## src/rtl/core/ffba_pkg.sv

```systemverilog
// Shared constants, types and helpers for the first-fit block allocator.
// Depends on nothing; every allocator module imports it.
`default_nettype none
package ffba_pkg;

    // Pool geometry
    localparam int POOL_CELLS = 8192;
    localparam int CELL_BYTES = 8;
    localparam int GROW_BYTES = 1024;
    localparam int GROW_CELLS = (GROW_BYTES + CELL_BYTES - 1) / CELL_BYTES;
    localparam int CELL_SHIFT = $clog2(CELL_BYTES);

    // Field widths
    localparam int IDX_W   = 13;
    localparam int LEN_W   = 15;
    localparam int HDR_W   = IDX_W + LEN_W;
    localparam int JRN_W   = IDX_W + HDR_W;
    localparam int KIND_W  = 2;
    localparam int BYTES_W = 15;
    localparam int ST_W    = 3;
    localparam int LIM_W   = 14;
    localparam int NW_W    = BYTES_W - CELL_SHIFT + 1;
    localparam int CNT_W   = $clog2(POOL_CELLS + GROW_CELLS) + 2;
    localparam int SW_W    = 18;
    localparam int JPTR_W  = IDX_W + 1;

    // Request kinds
    localparam logic [KIND_W-1:0] K_ALLOC  = 2'd0;
    localparam logic [KIND_W-1:0] K_FREE   = 2'd1;
    localparam logic [KIND_W-1:0] K_RESIZE = 2'd2;
    localparam logic [KIND_W-1:0] K_TRUNC  = 2'd3;

    // Status codes
    localparam logic [ST_W-1:0] ST_OK         = 3'd0;
    localparam logic [ST_W-1:0] ST_EXHAUSTED  = 3'd1;
    localparam logic [ST_W-1:0] ST_NULL_TRUNC = 3'd2;
    localparam logic [ST_W-1:0] ST_NOT_BUSY   = 3'd3;
    localparam logic [ST_W-1:0] ST_TOO_LARGE  = 3'd4;

    // Datapath operations
    localparam int OP_W = 5;
    localparam logic [OP_W-1:0] OP_NONE     = 5'd0;
    localparam logic [OP_W-1:0] OP_LOAD     = 5'd1;
    localparam logic [OP_W-1:0] OP_SNAP     = 5'd2;
    localparam logic [OP_W-1:0] OP_REL_RD   = 5'd3;
    localparam logic [OP_W-1:0] OP_REL_EV   = 5'd4;
    localparam logic [OP_W-1:0] OP_TR_RD    = 5'd5;
    localparam logic [OP_W-1:0] OP_TR_EV    = 5'd6;
    localparam logic [OP_W-1:0] OP_FF_START = 5'd7;
    localparam logic [OP_W-1:0] OP_WALK_RD  = 5'd8;
    localparam logic [OP_W-1:0] OP_WALK_EV  = 5'd9;
    localparam logic [OP_W-1:0] OP_MERGE_RD = 5'd10;
    localparam logic [OP_W-1:0] OP_MERGE_EV = 5'd11;
    localparam logic [OP_W-1:0] OP_FIT      = 5'd12;
    localparam logic [OP_W-1:0] OP_GNEED    = 5'd13;
    localparam logic [OP_W-1:0] OP_GSTEP    = 5'd14;
    localparam logic [OP_W-1:0] OP_GW1      = 5'd15;
    localparam logic [OP_W-1:0] OP_GW2      = 5'd16;
    localparam logic [OP_W-1:0] OP_GW3      = 5'd17;
    localparam logic [OP_W-1:0] OP_MB1      = 5'd18;
    localparam logic [OP_W-1:0] OP_MB2      = 5'd19;
    localparam logic [OP_W-1:0] OP_FFA_RD   = 5'd20;
    localparam logic [OP_W-1:0] OP_FFA_EV   = 5'd21;
    localparam logic [OP_W-1:0] OP_RST_RD   = 5'd22;
    localparam logic [OP_W-1:0] OP_RST_WR   = 5'd23;
    localparam logic [OP_W-1:0] OP_RST_DONE = 5'd24;
    localparam logic [OP_W-1:0] OP_FIN      = 5'd25;

    // Sentinel header: next 0, length minus one
    localparam logic [HDR_W-1:0] SENT_HDR = {{IDX_W{1'b0}}, {LEN_W{1'b1}}};

    typedef struct packed {
        logic [OP_W-1:0] op;
        logic            st_we;
        logic [ST_W-1:0] st_val;
    } cmd_t;

    typedef struct packed {
        logic [KIND_W-1:0] kind;
        logic              bytes_zero;
        logic              valid;
        logic              p_ge_sent;
        logic              rd_pos;
        logic              rd_neg;
        logic              merge_ok;
        logic              fit;
        logic              grow_over;
        logic              grow_short;
        logic              tr_big;
        logic              p_is_ff;
        logic              ff_lt_sent;
        logic              jptr_zero;
    } flags_t;

    // Next block of p, with a broken link clamped to the sentinel
    function automatic logic [IDX_W-1:0] follow(input logic [IDX_W-1:0] p,
                                                input logic [IDX_W-1:0] n,
                                                input logic [IDX_W-1:0] sent);
        logic [IDX_W-1:0] r;
        r = ((n <= p) || (n > sent)) ? sent : n;
        return r;
    endfunction

endpackage
`default_nettype wire

```

## src/rtl/core/ffba_ctrl.sv

```systemverilog
// Sequencer of the first-fit allocator: walks the request through its steps.
// Depends on ffba_pkg; drives ffba_datapath through cmd_t and reads flags_t.
`default_nettype none
module ffba_ctrl (
    input  wire logic            clk,
    input  wire logic            rst_n,
    input  wire logic            start,
    input  wire ffba_pkg::flags_t flags,
    output ffba_pkg::cmd_t       cmd,
    output logic                 busy
);
    import ffba_pkg::*;

    localparam logic [4:0] S_IDLE     = 5'd0;
    localparam logic [4:0] S_DISP     = 5'd1;
    localparam logic [4:0] S_REL_RD   = 5'd2;
    localparam logic [4:0] S_REL_EV   = 5'd3;
    localparam logic [4:0] S_TR_RD    = 5'd4;
    localparam logic [4:0] S_TR_EV    = 5'd5;
    localparam logic [4:0] S_FF_START = 5'd6;
    localparam logic [4:0] S_WALK     = 5'd7;
    localparam logic [4:0] S_WALK_EV  = 5'd8;
    localparam logic [4:0] S_MCHK     = 5'd9;
    localparam logic [4:0] S_MEV      = 5'd10;
    localparam logic [4:0] S_FIT      = 5'd11;
    localparam logic [4:0] S_GNEED    = 5'd12;
    localparam logic [4:0] S_GSTEP    = 5'd13;
    localparam logic [4:0] S_GW1      = 5'd14;
    localparam logic [4:0] S_GW2      = 5'd15;
    localparam logic [4:0] S_GW3      = 5'd16;
    localparam logic [4:0] S_MB1      = 5'd17;
    localparam logic [4:0] S_MB2      = 5'd18;
    localparam logic [4:0] S_FFA      = 5'd19;
    localparam logic [4:0] S_FFA_EV   = 5'd20;
    localparam logic [4:0] S_RST      = 5'd21;
    localparam logic [4:0] S_RST_WR   = 5'd22;
    localparam logic [4:0] S_FIN      = 5'd23;

    logic [4:0] state_reg;
    logic [4:0] state_next;

    assign busy = (state_reg != S_IDLE);

    // Choose the step and the operation it issues
    always_comb
    begin
        state_next = state_reg;
        cmd        = '{op: OP_NONE, st_we: 1'b0, st_val: ST_OK};
        case (state_reg)
            S_IDLE:
            begin
                if (start)
                begin
                    cmd.op     = OP_LOAD;
                    state_next = S_DISP;
                end
            end
            S_DISP:
            begin
                case (flags.kind)
                    K_ALLOC:
                    begin
                        if (flags.bytes_zero)
                            state_next = S_FIN;
                        else
                        begin
                            cmd.op     = OP_SNAP;
                            state_next = S_FF_START;
                        end
                    end
                    K_FREE:
                        state_next = flags.valid ? S_REL_RD : S_FIN;
                    K_RESIZE:
                    begin
                        if (!flags.bytes_zero)
                            cmd.op = OP_SNAP;
                        state_next = S_REL_RD;
                    end
                    default:
                    begin
                        if (!flags.valid)
                        begin
                            cmd.st_we  = 1'b1;
                            cmd.st_val = ST_NULL_TRUNC;
                            state_next = S_FIN;
                        end
                        else if (flags.bytes_zero)
                            state_next = S_REL_RD;
                        else
                            state_next = S_TR_RD;
                    end
                endcase
            end
            S_REL_RD:
            begin
                cmd.op     = OP_REL_RD;
                state_next = S_REL_EV;
            end
            S_REL_EV:
            begin
                cmd.op     = OP_REL_EV;
                state_next = (flags.kind == K_RESIZE && !flags.bytes_zero) ? S_FF_START : S_FIN;
            end
            S_TR_RD:
            begin
                cmd.op     = OP_TR_RD;
                state_next = S_TR_EV;
            end
            S_TR_EV:
            begin
                if (!flags.rd_neg)
                begin
                    cmd.st_we  = 1'b1;
                    cmd.st_val = ST_NOT_BUSY;
                    state_next = S_FIN;
                end
                else if (flags.tr_big)
                begin
                    cmd.st_we  = 1'b1;
                    cmd.st_val = ST_TOO_LARGE;
                    state_next = S_FIN;
                end
                else
                begin
                    cmd.op     = OP_TR_EV;
                    state_next = S_MB1;
                end
            end
            S_FF_START:
            begin
                cmd.op     = OP_FF_START;
                state_next = S_WALK;
            end
            S_WALK:
            begin
                if (flags.p_ge_sent)
                    state_next = S_GNEED;
                else
                begin
                    cmd.op     = OP_WALK_RD;
                    state_next = S_WALK_EV;
                end
            end
            S_WALK_EV:
            begin
                cmd.op     = OP_WALK_EV;
                state_next = flags.rd_pos ? S_MCHK : S_WALK;
            end
            S_MCHK:
            begin
                if (flags.merge_ok)
                begin
                    cmd.op     = OP_MERGE_RD;
                    state_next = S_MEV;
                end
                else
                    state_next = S_FIT;
            end
            S_MEV:
            begin
                cmd.op     = OP_MERGE_EV;
                state_next = flags.rd_pos ? S_MCHK : S_FIT;
            end
            S_FIT:
            begin
                cmd.op     = OP_FIT;
                state_next = flags.fit ? S_MB1 : S_WALK;
            end
            S_GNEED:
            begin
                cmd.op     = OP_GNEED;
                state_next = S_GSTEP;
            end
            S_GSTEP:
            begin
                if (flags.grow_over)
                    state_next = S_RST;
                else if (flags.grow_short)
                    cmd.op = OP_GSTEP;
                else
                    state_next = S_GW1;
            end
            S_GW1:
            begin
                cmd.op     = OP_GW1;
                state_next = S_GW2;
            end
            S_GW2:
            begin
                cmd.op     = OP_GW2;
                state_next = S_GW3;
            end
            S_GW3:
            begin
                cmd.op     = OP_GW3;
                state_next = S_FF_START;
            end
            S_MB1:
            begin
                cmd.op     = OP_MB1;
                state_next = S_MB2;
            end
            S_MB2:
            begin
                cmd.op     = OP_MB2;
                state_next = flags.p_is_ff ? S_FFA : S_FIN;
            end
            S_FFA:
            begin
                if (flags.ff_lt_sent)
                begin
                    cmd.op     = OP_FFA_RD;
                    state_next = S_FFA_EV;
                end
                else
                    state_next = S_FIN;
            end
            S_FFA_EV:
            begin
                cmd.op     = OP_FFA_EV;
                state_next = flags.rd_neg ? S_FFA : S_FIN;
            end
            S_RST:
            begin
                if (flags.jptr_zero)
                begin
                    cmd.op     = OP_RST_DONE;
                    cmd.st_we  = 1'b1;
                    cmd.st_val = ST_EXHAUSTED;
                    state_next = S_FIN;
                end
                else
                begin
                    cmd.op     = OP_RST_RD;
                    state_next = S_RST_WR;
                end
            end
            S_RST_WR:
            begin
                cmd.op     = OP_RST_WR;
                state_next = S_RST;
            end
            S_FIN:
            begin
                cmd.op     = OP_FIN;
                state_next = S_IDLE;
            end
            default:
                state_next = S_IDLE;
        endcase
    end

    // Hold the step
    always_ff @(posedge clk or negedge rst_n)
    begin
        if (!rst_n)
            state_reg <= S_IDLE;
        else
            state_reg <= state_next;
    end

endmodule
`default_nettype wire

```

## config.mk

```make
export PLATFORM = sky130hd
export DESIGN_NAME = ffba_ctrl
export DESIGN_NICKNAME = d
export VERILOG_FILES = /design/src/rtl/core/ffba_pkg.sv /design/src/rtl/core/ffba_ctrl.sv
export SDC_FILE = /design/constraint.sdc
export NUM_CORES = 1
export LEC_CHECK = 0
export ABC_CLOCK_PERIOD_IN_PS = 2000
export BUFFER_PORTS_ARGS = -buffer_cell sky130_fd_sc_hd__buf_2
export CAP_MARGIN = 20
export CORE_ASPECT_RATIO = 0.75
export CORE_MARGIN = 3
export CORE_UTILIZATION = 40
export DETAILED_ROUTE_END_ITERATION = 8
export GPL_TIMING_DRIVEN = 0
export PLACE_DENSITY = 0.65
export SKIP_LAST_GASP = 1
export SLEW_MARGIN = 20
export SYNTH_ARGS = -nofsm -noshare
export SYNTH_HDL_FRONTEND = slang
export SYNTH_SLANG_ARGS = --single-unit
```

## constraint.sdc

```tcl
create_clock -name clk -period 2 [get_ports clk]
set_clock_uncertainty 0.15 [all_clocks]
set_input_delay 0.4 -clock clk [delete_from_list [all_inputs] [get_ports clk]]
set_output_delay 0.4 -clock clk [all_outputs]
set_load 0.02 [all_outputs]
```

==> results.py <==
metrics = {
    "synthesis": {
        "synth.area.mux_share_pct": 2.13,
        "yosys_warnings": 0,
        "ys_async_sr_fraction_pct": 100,
        "synth-seq-cells": 5,
        "synth_fa_ha_area_share_pct": 0,
        "ys_seq_area_share_pct": 13.3,
        "synth_common_cells": "nor2_1 (13), o21ai_0 (12), inv_1 (7), nand2_1 (7), nand2b_1 (7)",
        "synth.top_cell.area_share_pct": 13.3,
        "synth.area.top_cells": "dfrtp_1 (13%), o21ai_0 (6.4%), nor2_1 (5.2%)",
        "yosysTopAreaCell": "dfrtp_1",
        "synth_top_family_by_area": "simple AND/OR/NAND/NOR gates",
        "post-synth-top-count-cell": "nor2_1",
        "synth_edf_count": 0,
        "syn_avg_cell_area_um2": 6.81,
        "netlist-cell-type-count": 47,
        "synthSimpleGateAreaFrac_pct": 37.7,
        "synth_nets": 156,
        "synth_ff_type": "dfrtp_1",
        "synthCells": 138,
        "synth_area_um2": 940,
        "synth_xor_area_share_pct": 0,
        "synth_compound_gate_area_share_pct": 37.4,
    },
    "detailed_routing": {
        "wl_per_cell_um": 20.7,
        "final_antenna_net_count": 0,
        "first_pass_iters": 5,
        "drt_wl_total_um": 4880,
        "remaining_drc_errors": 0,
        "viasPerCell": 6.69,
        "drt_iter0_markers": 205,
        "vias": 1580,
    },
    "pwr": {
        "p_leak_uw": 0.000760,
        "combPwrFrac_pct": 89.2,
        "p_int_uw": 1660,
        "fin_total_pwr_uw": 3390,
        "sw_frac_of_total_pct": 51.2,
        "seq_power_share_pct": 7.3,
        "switchingPower_uw": 1740,
        "p_per_area_nw_per_um2": 1970,
        "clkPwrFrac_pct": 3.5,
        "vdd_ir_drop_max_uv": 1100,
    },
    "sta": {
        "setup_viol": 12,
        "fmax_mhz": 439,
        "finalHoldViolCount": 0,
        "worst_slack_ns": -0.280,
        "worst_slew_pin_slew_ns": 0.384,
        "maxSlewHeadroom_pct": 74.0,
        "finalMaxSlewViolations": 0,
        "grt_setup_unrepaired": "true",
        "fin_crit_sh_pct": 114,
        "timing.hold.ws_ns": 0.373,
        "min_period_ns": 2.28,
    },
    "status": {
        "outcome": "finished with violations",
        "violations": "negative setup slack",
    },
    "finish": {
        "n_fill_cell": 131,
        "layout-drive-gt1-share_pct": 52.9,
        "num_antenna_cells": 0,
        "final_nets": 223,
        "largest_reg_flops": 5,
        "area_growth_pct": 83.8,
    },
    "die": {
        "start_util_pct": 44.3,
        "core_um2": 2120,
        "die_y_um": 48.0,
        "die_w_um": 62.0,
        "rows": 14,
        "die_area_um2": 2970,
        "ioPinCount": 28,
    },
    "clocking": {
        "cts_buffers": 3,
        "clockRootBuffer": "clkbuf_4",
        "insertion_delay_ns": 0.25,
        "ctsHtreeMaxLevel": 1,
        "cts.clk_slew.worst_paths_ns": 0.04,
        "clockBufferDepth": 2,
        "cts.sinks": 5,
        "tritoncts": "built",
    },
    "min_path": {
        "holdCritPathClass": "primary input to asynchronous set/reset pin",
    },
    "placement": {
        "gp_congestion": 0.999,
        "place_hpwl_um": 2580,
        "dp_slack_ns": -0.237,
        "port-buffer-count": 27,
    },
    "critical_path": {
        "start_kind": "register",
        "worstPathRequired_ns": 1.45,
        "path_class": "register to output pin",
        "cp_max_fo": 7,
        "crit_path_end_kind": "output pin",
        "worstPathArrival_ns": 1.73,
    },
    "global_route": {
        "grt_max_degree": 11,
        "grt_usage_pct": 30.5,
        "grt_overflow": 0,
        "grt_pass1_vias": 1334,
        "grt_pass1_wl_um": 6520,
        "antenna_found_initial": 0,
    },
    "flow_run": {
        "maxCapViolCount": 0,
    },
}
-- critical path, cell delays in order (launching register included) --
cell      delay, ns
dfrtp_2        0.42
buf_6          0.14
and2b_2        0.20
a21o_1         0.16
a32oi_2        0.24
o311ai_1       0.14
buf_2          0.18
-- what timing repair did --
action | CTS | global route
gates resized for setup | 48 | 29
cloned | 0 | 2
hold endpoints to repair | 5 | 0
hold buffers | 1 | 0
setup endpoints to repair | 10 | 12
setup buffers | 17 | 17
pin swaps | 6 | 11
-- final cells by class --
cell class | count | area (µm²) | area share [%]
tap | 32 | 40.0 | 2.32
timing repair buffer | 63 | 492 | 28.5
buffer | 10 | 113 | 6.52
clock buffer | 4 | 26.3 | 1.52
sequential | 5 | 129 | 7.46
inverter | 7 | 37.5 | 2.17
multi-input combinational | 115 | 890 | 51.5
-- power by group through the flow --
stage	Combinational (µW)	Clock [µW]	Sequential, µW
detailed placement	1690	0	212
global route	3130	135	251
global placement	1690	0	209
finish	3030	120	247
CTS	2270	122	234
floorplan	1240	0	196
-- cells in the final DEF, fill, tap and decap left out, types with 2 or more instances in the layout --
| cell | netlist | layout |
|---|---|---|
| dfrtp_1 | 5 | 2 |
| o211ai_1 | 2 | 2 |
| o21ai_0 | 12 | 8 |
| buf_12 | 0 | 2 |
| nor2_1 | 13 | 11 |
| nand2_1 | 7 | 5 |
| a22oi_1 | 2 | 2 |
| a31oi_1 | 3 | 2 |
| buf_4 | 3 | 35 |
| nor3_1 | 6 | 4 |
| nor2b_1 | 4 | 2 |
| and3_1 | 3 | 3 |
| mux2i_1 | 2 | 2 |
| a21oi_1 | 4 | 2 |
| nor3_4 | 0 | 2 |
| or4_1 | 2 | 2 |
| o311ai_1 | 0 | 3 |
| nand3_1 | 5 | 4 |
| dfrtp_2 | 0 | 3 |
| a21o_1 | 3 | 3 |
| o21ai_1 | 0 | 2 |
| buf_6 | 0 | 14 |
| a21oi_2 | 0 | 2 |
| a211oi_1 | 6 | 6 |
| nand2b_1 | 7 | 5 |
| o311ai_0 | 5 | 2 |
| buf_2 | 5 | 19 |
| or2_2 | 2 | 2 |
| nand2b_4 | 0 | 2 |
| o21ai_2 | 0 | 2 |
| clkbuf_4 | 0 | 3 |
| nand4_1 | 2 | 2 |
| clkinvlp_4 | 0 | 3 |
| inv_1 | 7 | 4 |
-- worst paths after layout --
check                             start            to  slack (ns)  depth (start not counted)
min in group clk               flags[9]  state_reg[1]        0.49                          4
hold / removal                    rst_n  state_reg[0]        0.37                          2
setup / recovery           state_reg[0]        cmd[5]       -0.28                          6
setup reg to reg           state_reg[3]  state_reg[1]       -0.16                          8
max in group asynchronous         rst_n  state_reg[2]        1.18                          2
hold reg to reg            state_reg[3]  state_reg[4]        0.69                          2
-- routing by layer --
| layer | global-route usage (%) | part of all wire, % | up-vias |
|---|---|---|---|
| li1 | - | - | 664 |
| met1 | 40.7 | 37 | 717 |
| met2 | 45.9 | 44 | 156 |
| met3 | 10.8 | 13 | 43 |
| met4 | 10.2 | 6.1 | 0 |
| met5 | 0 | 0 | - |
-- per-stage QoR --
stage	util [%]	setup TNS [ns]	area, µm²	std cells
3_5_place_dp	53.0	-0.787	1120	197
3_3_place_gp	53.0	-0.629	1120	197
4_1_cts	68.6	-0.958	1450	217
2_1_floorplan	-	-0.0765	948	138
5_1_grt	81.5	-2.37	1730	236
6_report	81.5	-1.63	1730	236
-- logic make-up (layout without fill, tap and decap cells) --
group / count (synthesis) / after routing
compound gates: 50 / 50
buf+inv: 19 / 84
flops: 5 / 5
mux: 2 / 2
simple gates: 62 / 63
Note: power is estimated with default switching activity, not from simulation.
